==> src/hdl/id3_pkg.sv <==
// ----------------------------------------------------------------------------
// id3_pkg
// Shared types and constants for the ID3v2 tag stripper: header layout,
// parser phase codes and the job record passed from front to back end.
// ----------------------------------------------------------------------------
package id3_pkg;

    localparam int HEADER_BYTES = 10;
    localparam int HDR_CNT_W    = 4;
    localparam int FOOTER_BYTES = 10;
    localparam int QUEUE_DEPTH  = 2;

    localparam logic [7:0] TAG_CHAR_I        = 8'h49;
    localparam logic [7:0] TAG_CHAR_D        = 8'h44;
    localparam logic [7:0] TAG_CHAR_3        = 8'h33;
    localparam logic [7:0] FOOTER_FLAG       = 8'h10;
    localparam logic [7:0] SYNC_MSB          = 8'h80;
    localparam logic [7:0] MAX_VERSION_RESET = 8'd4;

    typedef enum logic [1:0] {
        PH_COLLECT = 2'd0,
        PH_SKIP    = 2'd1,
        PH_PASS    = 2'd2
    } phase_t;

    // count == 0 is a bare end marker; otherwise bytes[0..count-1] go out
    typedef struct packed {
        logic [HDR_CNT_W-1:0]          count;
        logic                          end_mark;
        logic [31:0]                   total;
        logic [HEADER_BYTES-1:0][7:0]  bytes;
    } job_t;

endpackage

==> src/hdl/id3_front.sv <==
// ----------------------------------------------------------------------------
// id3_front
// Accepts stream bytes, collects and checks tag headers, tracks the skip
// count and running total, and posts output jobs to the queue.
// ----------------------------------------------------------------------------
module id3_front
(
    input  logic              clk,
    input  logic              rst_n,
    input  logic [7:0]        max_version,
    input  logic              src_valid,
    output logic              src_stall,
    input  logic [7:0]        data_byte,
    input  logic              stream_end,
    input  logic              q_full,
    output logic              push,
    output id3_pkg::job_t     push_job
);

    localparam logic [id3_pkg::HDR_CNT_W-1:0] HDR_LAST =
        id3_pkg::HDR_CNT_W'(id3_pkg::HEADER_BYTES);

    id3_pkg::phase_t                     phase_reg, phase_next;
    logic [id3_pkg::HDR_CNT_W-1:0]       header_count_reg, header_count_next;
    logic [28:0]                         skip_remaining_reg, skip_remaining_next;
    logic [31:0]                         skip_total_reg, skip_total_next;
    logic [7:0]                          hdr_buf_reg [id3_pkg::HEADER_BYTES];

    logic                                accept;
    logic                                buf_wr;
    logic [id3_pkg::HDR_CNT_W-1:0]       idx;
    logic [id3_pkg::HDR_CNT_W-1:0]       cnt1;
    logic [id3_pkg::HEADER_BYTES-1:0][7:0] bytes_new;
    logic                                hdr_match;
    logic [27:0]                         size28;
    logic [28:0]                         body;
    logic [28:0]                         tag_len;
    logic [32:0]                         sum;
    logic [31:0]                         total_upd;
    logic [28:0]                         rem_dec;

    assign src_stall = q_full;
    assign accept    = src_valid && !q_full;

    always_comb
    begin
        idx  = (header_count_reg >= HDR_LAST) ? '0 : header_count_reg;
        cnt1 = idx + 1'b1;
        for (int j = 0; j < id3_pkg::HEADER_BYTES; j++)
        begin
            bytes_new[j] = (idx == id3_pkg::HDR_CNT_W'(j)) ? data_byte : hdr_buf_reg[j];
        end
    end

    // header check on the ten bytes including the one arriving now
    always_comb
    begin
        hdr_match = (bytes_new[0] == id3_pkg::TAG_CHAR_I) &&
                    (bytes_new[1] == id3_pkg::TAG_CHAR_D) &&
                    (bytes_new[2] == id3_pkg::TAG_CHAR_3) &&
                    (bytes_new[3] <= max_version) &&
                    ((bytes_new[6] & id3_pkg::SYNC_MSB) == 8'h00) &&
                    ((bytes_new[7] & id3_pkg::SYNC_MSB) == 8'h00) &&
                    ((bytes_new[8] & id3_pkg::SYNC_MSB) == 8'h00) &&
                    ((bytes_new[9] & id3_pkg::SYNC_MSB) == 8'h00);
        size28  = {bytes_new[6][6:0], bytes_new[7][6:0],
                   bytes_new[8][6:0], bytes_new[9][6:0]};
        body    = {1'b0, size28} +
                  (((bytes_new[5] & id3_pkg::FOOTER_FLAG) != 8'h00) ?
                   29'(id3_pkg::FOOTER_BYTES) : 29'd0);
        tag_len = body + 29'(id3_pkg::HEADER_BYTES);
        sum     = {1'b0, skip_total_reg} + 33'(tag_len);
        rem_dec = (skip_remaining_reg != '0) ? skip_remaining_reg - 1'b1 : skip_remaining_reg;
    end

    always_comb
    begin
        phase_next          = phase_reg;
        header_count_next   = header_count_reg;
        skip_remaining_next = skip_remaining_reg;
        total_upd           = skip_total_reg;
        buf_wr              = 1'b0;
        push                = 1'b0;
        push_job.count      = '0;
        push_job.end_mark   = stream_end;
        push_job.bytes      = bytes_new;

        if (accept)
        begin
            case (phase_reg)
                id3_pkg::PH_SKIP:
                begin
                    skip_remaining_next = rem_dec;
                    if (rem_dec == '0)
                    begin
                        phase_next = id3_pkg::PH_COLLECT;
                    end
                    push = stream_end;
                end
                id3_pkg::PH_PASS:
                begin
                    push              = 1'b1;
                    push_job.count    = id3_pkg::HDR_CNT_W'(1);
                    push_job.bytes[0] = data_byte;
                end
                default:
                begin
                    buf_wr = 1'b1;
                    if (cnt1 == HDR_LAST)
                    begin
                        header_count_next = '0;
                        if (hdr_match)
                        begin
                            total_upd           = sum[32] ? 32'hFFFF_FFFF : sum[31:0];
                            skip_remaining_next = body;
                            phase_next = (body != '0) ? id3_pkg::PH_SKIP : id3_pkg::PH_COLLECT;
                            push       = stream_end;
                        end
                        else
                        begin
                            push           = 1'b1;
                            push_job.count = HDR_LAST;
                            phase_next     = id3_pkg::PH_PASS;
                        end
                    end
                    else
                    begin
                        header_count_next = cnt1;
                        if (stream_end)
                        begin
                            push           = 1'b1;
                            push_job.count = cnt1;
                        end
                    end
                end
            endcase

            if (stream_end)
            begin
                phase_next          = id3_pkg::PH_COLLECT;
                header_count_next   = '0;
                skip_remaining_next = '0;
            end
        end

        push_job.total  = total_upd;
        skip_total_next = (accept && stream_end) ? 32'd0 : total_upd;
    end

    always_ff @(posedge clk or negedge rst_n)
    begin
        if (!rst_n)
        begin
            phase_reg <= id3_pkg::PH_COLLECT;
        end
        else
        begin
            phase_reg <= phase_next;
        end
    end

    always_ff @(posedge clk or negedge rst_n)
    begin
        if (!rst_n)
        begin
            header_count_reg   <= '0;
            skip_remaining_reg <= '0;
            skip_total_reg     <= '0;
        end
        else
        begin
            header_count_reg   <= header_count_next;
            skip_remaining_reg <= skip_remaining_next;
            skip_total_reg     <= skip_total_next;
        end
    end

    always_ff @(posedge clk)
    begin
        if (buf_wr)
        begin
            hdr_buf_reg[idx] <= data_byte;
        end
    end

    a_count_range: assert property (@(posedge clk) disable iff (!rst_n)
        header_count_reg < HDR_LAST)
        else $error("header count out of range");

endmodule

==> src/hdl/id3_queue.sv <==
// ----------------------------------------------------------------------------
// id3_queue
// Short job FIFO between the header parser and the output sequencer.
// ----------------------------------------------------------------------------
module id3_queue
#(
    parameter int DEPTH = id3_pkg::QUEUE_DEPTH   // 2 or more
)
(
    input  logic              clk,
    input  logic              rst_n,
    input  logic              push,
    input  id3_pkg::job_t     push_job,
    output logic              full,
    input  logic              pop,
    output logic              q_valid,
    output id3_pkg::job_t     q_job
);

    localparam int PTR_W = $clog2(DEPTH);
    localparam int CNT_W = $clog2(DEPTH + 1);

    id3_pkg::job_t       mem [DEPTH];
    logic [PTR_W-1:0]    wr_ptr_reg, rd_ptr_reg;
    logic [CNT_W-1:0]    count_reg;
    logic                do_push, do_pop;

    assign full    = (count_reg == CNT_W'(DEPTH));
    assign q_valid = (count_reg != '0);
    assign q_job   = mem[rd_ptr_reg];
    assign do_push = push && !full;
    assign do_pop  = pop && q_valid;

    always_ff @(posedge clk or negedge rst_n)
    begin
        if (!rst_n)
        begin
            wr_ptr_reg <= '0;
            rd_ptr_reg <= '0;
            count_reg  <= '0;
        end
        else
        begin
            if (do_push)
            begin
                wr_ptr_reg <= (wr_ptr_reg == PTR_W'(DEPTH - 1)) ? '0 : wr_ptr_reg + 1'b1;
            end
            if (do_pop)
            begin
                rd_ptr_reg <= (rd_ptr_reg == PTR_W'(DEPTH - 1)) ? '0 : rd_ptr_reg + 1'b1;
            end
            if (do_push && !do_pop)
            begin
                count_reg <= count_reg + 1'b1;
            end
            else if (do_pop && !do_push)
            begin
                count_reg <= count_reg - 1'b1;
            end
        end
    end

    always_ff @(posedge clk)
    begin
        if (do_push)
        begin
            mem[wr_ptr_reg] <= push_job;
        end
    end

    a_no_overflow: assert property (@(posedge clk) disable iff (!rst_n)
        push |-> !full)
        else $error("job pushed into full queue");

    a_no_underflow: assert property (@(posedge clk) disable iff (!rst_n)
        pop |-> q_valid)
        else $error("job popped from empty queue");

endmodule

==> src/hdl/id3_back.sv <==
// ----------------------------------------------------------------------------
// id3_back
// Output sequencer: expands each queued job into one or more results and
// drives the result register.
// ----------------------------------------------------------------------------
module id3_back
(
    input  logic              clk,
    input  logic              rst_n,
    input  logic              q_valid,
    input  id3_pkg::job_t     q_job,
    output logic              pop,
    output logic              res_valid,
    input  logic              res_stall,
    output logic [7:0]        out_byte,
    output logic              byte_valid,
    output logic              end_flag,
    output logic              last_of_run,
    output logic [31:0]       skipped_total
);

    logic              active_reg;
    id3_pkg::job_t     job_reg;
    logic              res_valid_reg;
    logic [7:0]        out_byte_reg;
    logic              byte_valid_reg, end_flag_reg, last_of_run_reg;
    logic [31:0]       skipped_total_reg;

    logic              slot_free, emit, last;

    assign slot_free = !res_valid_reg || !res_stall;
    assign emit      = active_reg && slot_free;
    assign last      = (job_reg.count <= id3_pkg::HDR_CNT_W'(1));
    assign pop       = q_valid && (!active_reg || (emit && last));

    always_ff @(posedge clk or negedge rst_n)
    begin
        if (!rst_n)
        begin
            active_reg    <= 1'b0;
            res_valid_reg <= 1'b0;
        end
        else
        begin
            if (pop)
            begin
                active_reg <= 1'b1;
            end
            else if (emit && last)
            begin
                active_reg <= 1'b0;
            end
            if (slot_free)
            begin
                res_valid_reg <= emit;
            end
        end
    end

    always_ff @(posedge clk)
    begin
        if (pop)
        begin
            job_reg <= q_job;
        end
        else if (emit)
        begin
            // step to the next buffered byte
            job_reg.count <= job_reg.count - 1'b1;
            for (int j = 0; j < id3_pkg::HEADER_BYTES - 1; j++)
            begin
                job_reg.bytes[j] <= job_reg.bytes[j + 1];
            end
        end
        if (emit)
        begin
            out_byte_reg      <= (job_reg.count != '0) ? job_reg.bytes[0] : 8'h00;
            byte_valid_reg    <= (job_reg.count != '0);
            end_flag_reg      <= job_reg.end_mark && last;
            last_of_run_reg   <= last;
            skipped_total_reg <= job_reg.total;
        end
    end

    assign res_valid     = res_valid_reg;
    assign out_byte      = out_byte_reg;
    assign byte_valid    = byte_valid_reg;
    assign end_flag      = end_flag_reg;
    assign last_of_run   = last_of_run_reg;
    assign skipped_total = skipped_total_reg;

    a_end_is_last: assert property (@(posedge clk) disable iff (!rst_n)
        (res_valid && end_flag) |-> last_of_run)
        else $error("end flag without last of run");

    a_bare_end: assert property (@(posedge clk) disable iff (!rst_n)
        (res_valid && !byte_valid) |-> (end_flag && out_byte == 8'h00))
        else $error("bare item is not a clean end marker");

endmodule

==> src/hdl/id3v2_tag_stripper.sv <==
// A byte's result goes through the job queue, job register and result register.
// Throughput: one byte per cycle while passing or skipping and the queue has room;
// a header flush of up to ten bytes leaves the output sequencer at one byte per
// cycle, so input stalls once the two-entry job queue is full.
// Reset: rst_n clears parser counters and queue pointers; max_version returns to 4.
// ----------------------------------------------------------------------------
// id3v2_tag_stripper
// Strips a chain of leading ID3v2 tags from a byte stream and reports the
// running total of removed bytes.
// ----------------------------------------------------------------------------
module id3v2_tag_stripper
#(
    parameter int QUEUE_DEPTH = id3_pkg::QUEUE_DEPTH
)
(
    input  logic        clk,
    input  logic        rst_n,
    input  logic        cfg_valid,
    output logic        cfg_ready,
    input  logic [7:0]  cfg_data,
    input  logic        src_valid,
    output logic        src_stall,
    input  logic [7:0]  data_byte,
    input  logic        stream_end,
    output logic        res_valid,
    input  logic        res_stall,
    output logic [7:0]  out_byte,
    output logic        byte_valid,
    output logic        end_flag,
    output logic        last_of_run,
    output logic [31:0] skipped_total
);

    logic [7:0]      max_version_reg;
    logic            push, q_full, pop, q_valid;
    id3_pkg::job_t   push_job, q_job;

    assign cfg_ready = 1'b1;

    always_ff @(posedge clk or negedge rst_n)
    begin
        if (!rst_n)
        begin
            max_version_reg <= id3_pkg::MAX_VERSION_RESET;
        end
        else if (cfg_valid && cfg_ready)
        begin
            max_version_reg <= cfg_data;
        end
    end

    id3_front u_front
    (
        .clk         (clk),
        .rst_n       (rst_n),
        .max_version (max_version_reg),
        .src_valid   (src_valid),
        .src_stall   (src_stall),
        .data_byte   (data_byte),
        .stream_end  (stream_end),
        .q_full      (q_full),
        .push        (push),
        .push_job    (push_job)
    );

    id3_queue #(.DEPTH(QUEUE_DEPTH)) u_queue
    (
        .clk      (clk),
        .rst_n    (rst_n),
        .push     (push),
        .push_job (push_job),
        .full     (q_full),
        .pop      (pop),
        .q_valid  (q_valid),
        .q_job    (q_job)
    );

    id3_back u_back
    (
        .clk           (clk),
        .rst_n         (rst_n),
        .q_valid       (q_valid),
        .q_job         (q_job),
        .pop           (pop),
        .res_valid     (res_valid),
        .res_stall     (res_stall),
        .out_byte      (out_byte),
        .byte_valid    (byte_valid),
        .end_flag      (end_flag),
        .last_of_run   (last_of_run),
        .skipped_total (skipped_total)
    );

endmodule
==> config.mk <==
export PLATFORM = sky130hd
export DESIGN_NAME = id3v2_tag_stripper
export DESIGN_NICKNAME = d
export VERILOG_FILES = /design/src/hdl/id3_pkg.sv /design/src/hdl/id3_front.sv /design/src/hdl/id3_queue.sv /design/src/hdl/id3_back.sv /design/src/hdl/id3v2_tag_stripper.sv
export SDC_FILE = /design/constraint.sdc
export NUM_CORES = 1
export LEC_CHECK = 0
export BUFFER_PORTS_ARGS = -buffer_cell sky130_fd_sc_hd__buf_2
export CAP_MARGIN = 20
export CORE_MARGIN = 3
export CORE_UTILIZATION = 45
export DETAILED_ROUTE_END_ITERATION = 10
export PLACE_DENSITY_LB_ADDON = 0.05
export SLEW_MARGIN = 25
export SYNTH_ARGS = -nofsm -noshare
export SYNTH_HDL_FRONTEND = slang
export SYNTH_SLANG_ARGS = --single-unit
==> constraint.sdc <==
create_clock -name clk -period 12.8 [get_ports clk]
set_input_delay 3.84 -clock clk [delete_from_list [all_inputs] [get_ports clk]]
set_output_delay 3.84 -clock clk [all_outputs]
set_load 0.005 [all_outputs]
==> metrics.md, run 1 <==
| Metric | Value |
|---|---|
| Nets | `2,121` |
| Largest register FFs | `234` |
| Area growth syn-to-layout | `11.9%` |
| Post-Syn Nets | `2,063` |
| Core area | `0.0557 sq mm` |
| Gpl congestion | `0.893` |
| Mux contribution to synthesized area | `0.0830` |
| Max Cap Violations | `0` |
| Synth unique cells | `85` |
| Die X | `245 um` |
| DR vias | `15,900` |
| Yosys top cell area share | `0.555` |
| H-Tree Depth | `2` |
| Total Routing Usage GR | `0.206` |
| Multi-input logic area | `0.00885 sq mm` |
| Wire length of the first global-routing pass | `95,200 um` |
| Hold_buf cts | `0` |
| Post-synthesis register bit count | `555` |
| RSZ-0062 raised after global routing | `no` |
| Starting Density | `0.460` |
| Crit start category | `input pin` |
| Post-Syn Area | `0.0256 sq mm` |
| Post-synth EDFFs | `474` |
| Ranking of synthesized cells by area | `edfxtp_1, dfrtp_1, mux2_2` |
| WS Path Type | `in -> reg` |
| Die ar. | `0.0598 sq mm` |
| Hpwl dp | `41,400 um` |
| Register Area | `0.0163 sq mm` |
| TritonRoute pass-1 iters | `5` |
| Worst-Skew Late Latency | `640 ps` |
| Die Y | `245 um` |
| Final period utilization | `0.748` |
| Reg clk slew, reported paths | `60 ps` |
| Worst Path Required | `13,130 ps` |
| Ports | `68` |
| Deepest clock path buffer count | `3` |
| Final Hold Viols | `0` |
| Root Buffer | `clkbuf_16` |
| Power Density | `189 mW/mm^2` |
| # clock sinks | `555` |
| Slew Viols, Final | `0` |
| Residual DRC count | `0` |
| DR iter-0 viols | `1,201` |
| Share of synthesized registers carrying an async set or reset | `0.146` |
| Most frequent cells in the layout | `edfxtp_1, nand2_1, o21ai_0, nor2_1, mux2i_1` |
| TritonCTS clock tree | `built` |
| Diodes inserted | `0` |
| Setup Skew | `39.1 ps` |
| Main combinational cell family by area after synthesis | `simple AND/OR/NAND/NOR gates` |
| Crit end category | `flop` |
| Resized cells post-CTS | `0` |
| Sum of negative setup slack | `0 ps` |
| Fill count | `4,871` |
| Row cnt | `86` |
| Synth warnings | `0` |
| Post-synthesis compound-gate area fraction | `0.0932` |
| FMAX | `104 MHz` |
| Layout cells sized above 1 | `0.149` |
| Outcome | `finished, final reports clean` |
| Min-delay worst type | `reg -> reg` |
| Syn Area/Cell | `12.9 sq um` |
| TritonCTS Buffers | `59` |
| Crit path DAT | `9910 ps` |
| Adder-Cell Fraction of Synth Area | `0.0271` |
| Leakage | `10.6 nW` |
| Pin count of the biggest net entering global routing | `85` |
| Wire length per cell | `21.8 um` |
| Post-synth top flop | `edfxtp_1` |
| Postcts setup bufs | `0` |
| Relative slew slack | `0.344` |
| Most common cell after layout, fill and taps aside | `edfxtp_1` |
| Post-synthesis instance total | `1,986` |
| Worst Max-Slew Pin Slew | `983 ps` |
| Worst vdd ir | `135 uV` |
| Initial antenna violation count | `0` |
| Number of setup violations in the final report | `0` |
| Vias in the first global route | `15,700` |
| Final Routed Wirelength | `61,800 um` |
| Synth Area in XOR/XNOR | `0.0304` |
| ANT nets after route | `0` |
| Global route overflow | `0` |
| Register area share after synthesis | `0.635` |
| PortBufs | `66` |
| DR vias/cell | `5.61` |
| Yosys top cell by area | `edfxtp_1` |
| Fin crit period | `9580 ps` |
| Simple-Gate Fraction of Synth Area | `0.108` |
| Hold WS | `400 ps` |
| CP max FO | `26` |
[cell usage after synthesis (all sizes together) (7+ instances only)]
| master | count |
|---|---|
| a31oi | 14 |
| nand2 | 182 |
| buf | 25 |
| and3 | 18 |
| xor2 | 29 |
| mux2 | 98 |
| a2111oi | 7 |
| inv | 56 |
| a211oi | 24 |
| nand4 | 23 |
| o31ai | 11 |
| clkbuf | 68 |
| nand2b | 12 |
| and2 | 11 |
| nor3 | 49 |
| ha | 54 |
| dfrtp | 80 |
| o22a | 9 |
| nor3b | 20 |
| xnor2 | 60 |
| or3 | 9 |
| mux2i | 102 |
| a21oi | 85 |
| nor4 | 17 |
| nor2b | 21 |
| o221a | 9 |
| or2 | 8 |
| a21o | 12 |
| edfxtp | 474 |
| nand3 | 32 |
| o21ai | 156 |
| nor2 | 114 |
[report_power, final]
part / internal (mW) / switching, mW / total, mW
clock: 0.942 / 0.704 / 1.65
sequential: 2.45 / 0.158 / 2.61
combinational: 0.433 / 0.746 / 1.18
total: 3.82 / 1.61 / 5.43
[path summary, 6_finish.rpt]
path / start / cells past startpoint / slack [ps] / endpoint
max: data_byte[1] / 22 / 3220 / u_queue.mem[1][107]
min: u_back.job_reg[96] / 0 / 400 / u_back.skipped_total[16]
max reg2reg: u_front.header_count_reg[2] / 25 / 4380 / u_queue.mem[1][107]
min reg2reg: u_back.job_reg[96] / 0 / 400 / u_back.skipped_total[16]
max in group asynchronous: rst_n / 2 / 8430 / u_queue.rd_ptr_reg
min in group asynchronous: rst_n / 1 / 3200 / max_version_reg[4]
[worst max-delay path, stage by stage]
cell and delay (ps):
buf_2 470, nand2_1 110, nand2_1 130, ha_1 200, ha_1 220, a21o_1 200
nand2_1 80, xor2_1 160, mux2i_1 450, o2111ai_1 450, nor2_1 230, xnor2_1 200
ha_1 350, and3_1 190, a221o_1 330, a31oi_1 400, o32ai_1 290, a2111oi_1 810
o21ai_0 200, a21oi_1 230, xor2_1 220, a21oi_1 110
[stage by stage]
step	power (mW)	std cells	worst slack (ps)	instance area, sq um	util
detailed placement	3.83	2731	2580	26800	0.481
CTS	5.50	2841	3230	28700	0.515
finish	5.43	2841	3220	28700	0.515
floorplan	3.45	1986	957	25600	-
global route	5.71	2841	2760	28700	0.515
global placement	3.81	2730	2730	26800	0.480
[metal layers]
layer  track usage  vias up  routed length [um]
met2         0.318      370               27600
met4        0.0493        0                1320
met1         0.308     7885               30200
li1              -     7593                   -
met3        0.0296       93                2750
met5             0        -                   0
[logic make-up (layout without fill, tap and decap cells)]
family,Yosys count,count (layout)
buf+inv,150,257
simple gates,550,550
fa+ha+maj,55,55
other cells,1,1
mux,200,200
flops,555,555
compound gates,386,386
xor+xnor,89,89
[final cells by class]
cell class                 instances  area share
sequential                       555       0.567
multi-input combinational       1281       0.309
clock buffer                      74      0.0541
tap                              748      0.0326
timing repair buffer              90      0.0190
clock inverter                    36      0.0112
inverter                          57     0.00750
No activity file was read; power rests on OpenSTA's default activity.
==> inputs of run 2 (changes only) <==
Clock period 12.8 ns to 7.9 ns, I/O delays scaled along.
==> metrics.md, run 2 (synthesized netlist as in run 1, its figures left out) <==
| Metric | Value |
|---|---|
| Outcome | `finished, final reports clean` |
| ANT nets after route | `0` |
| Deepest clock path buffer count | `3` |
| Die X | `245 um` |
| DR iter-0 viols | `1,399` |
| Worst Max-Slew Pin Slew | `980 ps` |
| TritonCTS Buffers | `58` |
| Diodes inserted | `0` |
| DR vias | `16,200` |
| Max Cap Violations | `0` |
| Ports | `68` |
| Pin count of the biggest net entering global routing | `156` |
| Nets | `2,165` |
| Hpwl dp | `42,500 um` |
| Met3 Use GR | `0.0350` |
| Starting Density | `0.460` |
| Slack of the critical path | `497 ps` |
| Root Buffer | `clkbuf_16` |
| Initial antenna violation count | `1` |
| FMAX | `135 MHz` |
| Area growth syn-to-layout | `13.5%` |
| Total Power | `8.90 mW` |
| Fin crit period | `7400 ps` |
| Min-delay worst type | `reg -> reg` |
| Number of setup violations in the final report | `0` |
| Gpl congestion | `0.901` |
| Core area | `0.0557 sq mm` |
| Final Hold Viols | `0` |
| Core Util, Final | `0.522` |
| TritonCTS clock tree | `built` |
| Leakage | `10.8 nW` |
| Global route overflow | `0` |
| Die Y | `245 um` |
| Top Usage Layer GRT | `met2` |
| PortBufs | `66` |
| Die ar. | `0.0598 sq mm` |
| Fill count | `4,832` |
| Wire length of the first global-routing pass | `97,800 um` |
| H-Tree Depth | `2` |
| Met2 global-route usage | `0.318` |
| Register Area | `0.0163 sq mm` |
| Dpl ws | `-186 ps` |
| Cell area after placement | `0.0271 sq mm` |
| Residual DRC count | `0` |
| Crit end category | `flop` |
| RSZ-0062 raised after global routing | `no` |
| Power Density | `306 mW/mm^2` |
| Relative slew slack | `0.346` |
| Layout cells sized above 1 | `0.170` |
| Slew Viols, Final | `0` |
| CP max FO | `5` |
| Worst Path Required | `8220 ps` |
| Placed cell count | `2,775` |
| Design area | `0.0291 sq mm` |
| Final Routed Wirelength | `63,000 um` |
| Reg clk slew, reported paths | `60 ps` |
| Crit path DAT | `7730 ps` |
| Most frequent cells in the layout | `edfxtp_1, nand2_1, o21ai_0, nor2_1, mux2i_1` |
| Met1 usage | `0.317` |
| Row cnt | `86` |
| Total Routing Usage GR | `0.212` |
| # clock sinks | `555` |
| Crit start category | `input pin` |
| Largest register FFs | `234` |
| WS Path Type | `in -> reg` |
| Worst-Skew Late Latency | `620 ps` |
| Most common cell after layout, fill and taps aside | `edfxtp_1` |
| Worst vdd ir | `191 uV` |
| Setup Skew | `18.2 ps` |
| TritonRoute pass-1 iters | `5` |
| Wire length per cell | `21.8 um` |
| Multi-input logic area | `0.00886 sq mm` |
| Vias in the first global route | `16,000` |
| Final period utilization | `0.937` |
| DR vias/cell | `5.61` |
| Non-filler cells, final | `2,885` |
==> run 2: cell types whose count changed in the layout (fill, tap and decap cells not counted), moves of 2 or more <==
cell / delta
clkinv_4: +2
bufinv_16: +2
clkinv_2: -3
clkinv_1: -5
buf_4: +44
clkinvlp_4: +5
==> run 2: timing repair <==
item | CTS | global route
hold buffers | 0 | 0
endpoints found under the hold margin | 0 | 0
endpoints found under the setup margin | 0 | 90
gates resized for setup | 0 | 5
setup buffers | 0 | 0
==> run 2: layout make-up <==
| cell class | count | area share |
|---|---|---|
| sequential | 555 | 0.559 |
| inverter | 57 | 0.00740 |
| clock inverter | 35 | 0.0125 |
| multi-input combinational | 1281 | 0.305 |
| clock buffer | 74 | 0.0530 |
| tap | 748 | 0.0322 |
| timing repair buffer | 135 | 0.0308 |
==> run 2: metrics by stage <==
stage | setup TNS (ps) | hold slack, ps
floorplan | 0 | 400
detailed placement | -5000 | 405
global route | 0 | 423
finish | 0 | 417
CTS | 0 | 419
global placement | -47.7 | 401
==> run 2: worst max-delay path, cell delays in order <==
cell,delay [ps]
buf_2,120
mux2_2,310
ha_1,240
ha_1,230
a21o_1,240
nand2_1,90
xor2_1,150
mux2i_1,130
buf_4,190
nand2_1,80
nor2_1,70
and2_1,200
xnor2_1,450
ha_1,370
and3_1,160
a221o_1,330
a31oi_1,340
o32ai_1,210
a2111oi_0,490
buf_4,200
o21ai_0,100
a21oi_1,180
xor2_1,330
a21oi_1,140
==> run 2: per-layer routing <==
metal	up-vias	wire (um)	share of wire
met5	-	0	0
met4	0	1930	0.031
met3	103	3560	0.057
met2	432	27400	0.44
met1	7955	30100	0.48
li1	7701	-	-
==> run 2: final timing paths <==
| kind | endpoint | cells past startpoint | from | slack (ps) |
|---|---|---|---|---|
| worst max-delay path | u_queue.mem[1][107] | 24 | data_byte[4] | 500 |
| worst min-delay path | u_back.skipped_total[28] | 0 | u_back.job_reg[108] | 420 |
| worst max register to register | u_queue.mem[1][107] | 29 | u_front.header_count_reg[1] | 650 |
| worst min register to register | u_back.skipped_total[28] | 0 | u_back.job_reg[108] | 420 |
| max in group asynchronous | u_queue.rd_ptr_reg | 2 | rst_n | 5040 |
| min in group asynchronous | u_front.skip_remaining_reg[8] | 1 | rst_n | 1870 |
==> run 2: where the power goes <==
group | internal, mW | switching [mW]
Sequential | 3.96 | 0.241
Clock | 1.58 | 1.15
Combinational | 0.720 | 1.24
Total | 6.27 | 2.63
==> inputs of run 3 (changes only) <==
Settings changed: CORE_ASPECT_RATIO set to 1.2.
==> metrics.md, run 3 (synthesized netlist as in run 1, its figures left out) <==
| Metric | Value |
|---|---|
| Slowest CP cell | `o2111ai_1` |
| Slew Viols, Final | `0` |
| H-Tree Depth | `2` |
| Die ar. | `0.0599 sq mm` |
| Nets | `2,174` |
| Final Hold Viols | `0` |
| Gpl congestion | `0.904` |
| Global route overflow | `0` |
| Fin crit period | `7300 ps` |
| Register Area | `0.0163 sq mm` |
| Residual DRC count | `0` |
| Diodes inserted | `0` |
| WS Path Type | `in -> reg` |
| Top delay family on crit path | `compound AO/OA/AOI/OAI gates` |
| Crit end category | `flop` |
| Critical Path, Cell by Cell | `buf_2, mux2_2, ha_1, nand3_1, mux2i_1, nor2_1, nor4b_1, o2111ai_1, nor3_2, buf_4, and3_1, nand3_1, xnor2_1, ha_1, or2_2, o31ai_1, a31oi_1, nand4_1, a21oi_1, o21ai_0, a21boi_1, nor2_1, buf_4, a21oi_1` |
| TritonRoute pass-1 iters | `5` |
| Sw power | `2.64 mW` |
| TritonCTS Buffers | `57` |
| RSZ-0062 raised after global routing | `no` |
| R2R Path End | `u_queue.mem[0][86]` |
| Root Buffer | `clkbuf_16` |
| DR vias | `16,100` |
| Leakage | `10.8 nW` |
| Deepest clock path buffer count | `3` |
| Worst vdd ir | `178 uV` |
| Comb pwr share | `0.219` |
| Pin count of the biggest net entering global routing | `156` |
| Slowest stage delay, CP | `440 ps` |
| Outcome | `finished, final reports clean` |
| CP max FO | `14` |
| Crit path DAT | `7710 ps` |
| Worst Path Required | `8310 ps` |
| Setup Skew | `19.8 ps` |
| Area growth syn-to-layout | `13.3%` |
| CP startpoint | `data_byte[4]` |
| Die Y | `267 um` |
| Layout cells sized above 1 | `0.172` |
| Most common cell after layout, fill and taps aside | `edfxtp_1` |
| Sw Share | `0.300` |
| Hpwl dp | `44,600 um` |
| Hold path depth | `0` |
| Power Density | `303 mW/mm^2` |
| Reg clk slew, reported paths | `60 ps` |
| Die X | `224 um` |
| R2R setup slack | `710 ps` |
| FMAX | `137 MHz` |
| Hold Path Origin | `u_back.job_reg[108]` |
| DR vias/cell | `5.61` |
| Met3 Use GR | `0.0334` |
| ANT nets after route | `0` |
| Vias in the first global route | `16,500` |
| Sequential Power Share | `0.483` |
| Most frequent cells in the layout | `edfxtp_1, nand2_1, o21ai_0, nor2_1, mux2i_1` |
| Multi-input logic area | `0.00885 sq mm` |
| Worst Max-Slew Pin Slew | `1030 ps` |
| Worst-Skew Late Latency | `620 ps` |
| # clock sinks | `555` |
| Min-delay worst type | `reg -> reg` |
| Core area | `0.0562 sq mm` |
| Fill count | `4,845` |
| Reg-to-reg critical path startpoint | `u_front.header_count_reg[1]` |
| Final period utilization | `0.925` |
| Reg2Reg Depth | `30` |
| Wire length per cell | `22.7 um` |
| Crit start category | `input pin` |
| Max Cap Violations | `0` |
| Number of setup violations in the final report | `0` |
| Relative slew slack | `0.313` |
| P_int | `6.16 mW` |
| Final Routed Wirelength | `65,100 um` |
| Buffers and inverters on the worst path | `3` |
| Core Util, Final | `0.516` |
| Non-filler cells, final | `2,873` |
| Worst hold endpoint | `u_back.skipped_total[28]` |
| Largest register FFs | `234` |
| Wire length of the first global-routing pass | `100,000 um` |
| Placed cell count | `2,765` |
| Total Routing Usage GR | `0.220` |
| Met1 usage | `0.276` |
| Ports | `68` |
| Initial antenna violation count | `0` |
| Row cnt | `95` |
| Clk pwr share | `0.298` |
| PortBufs | `66` |
| DR iter-0 viols | `1,048` |
| TritonCTS clock tree | `built` |
| Met2 global-route usage | `0.384` |
| Top Usage Layer GRT | `met2` |
| Starting Density | `0.456` |
[run 3: cell count changes in the layout (fill, tap and decap cells not counted), moves of 2 or more]
cell	before	now
clkbuf_1	14	16
clkinvlp_4	6	2
bufinv_16	6	2
nor4b_2	2	0
clkinv_1	12	9
clkinv_2	8	10
buf_12	2	4
buf_4	67	76
clkbuf_8	1	5
[run 3: final cells by class]
| class | instances | area share |
|---|---|---|
| flip-flops and latches | 555 | 0.560 |
| multi-input cells | 1281 | 0.305 |
| clock buffers | 79 | 0.0544 |
| repair buffers | 145 | 0.0336 |
| well taps | 727 | 0.0313 |
| clock inverters | 29 | 0.00819 |
| inverters | 57 | 0.00737 |
[run 3: worst max-delay path by stage]
stage,end,cells past startpoint
floorplan,u_queue.mem[1][0],12
global route,u_queue.mem[0][96],31
global placement,u_queue.mem[0][80],23
detailed placement,u_queue.mem[0][83],21
finish,u_queue.mem[0][86],24
CTS,u_queue.mem[0][83],27
[run 3: repair_timing]
action                     in CTS  in global routing
setup endpoints to repair       0                 85
hold endpoints to repair        0                  0
resized for setup               0                  7
setup buffers                   0                  0
hold buffers                    0                  0
[run 3: power by group through the flow]
stage          registers (mW)  clock network, mW  logic, mW
5_1_grt                  4.31               2.81       2.14
6_report                 4.25               2.62       1.93
3_3_place_gp             4.30                  0       1.94
2_1_floorplan            4.20                  0       1.37
3_5_place_dp             4.32                  0       1.96
4_1_cts                  4.26               2.69       1.97
[run 3: worst register-to-register path: cells and delay by family, from the launching register on]
family / cells / cell delay (ps)
flops: 1 / 370
buf+inv: 4 / 780
fa+ha+maj: 3 / 1040
simple gates: 13 / 2540
xor+xnor: 2 / 390
compound gates: 8 / 1880
[run 3: per-stage QoR]
stage                     worst slack, ps  setup TNS (ps)  hold WS (ps)  instance area, sq um  power (mW)
after floorplan                      83.0               0           400                 25600        5.57
after global placement               -109           -2760           403                 27200        6.25
after detailed placement             -295           -8840           405                 27200        6.28
after CTS                             252               0           409                 29000        8.92
after global routing                 54.3               0           421                 29000        9.26
final                                 596               0           409                 29000        8.80
[run 3: layer usage]
metal  share of wire  routed length (um)  up-vias
met5               0                   0        -
met4           0.043                2780        0
met3           0.035                2280      131
met2            0.50               32900      311
met1            0.42               27200     7992
li1                -                   -     7690
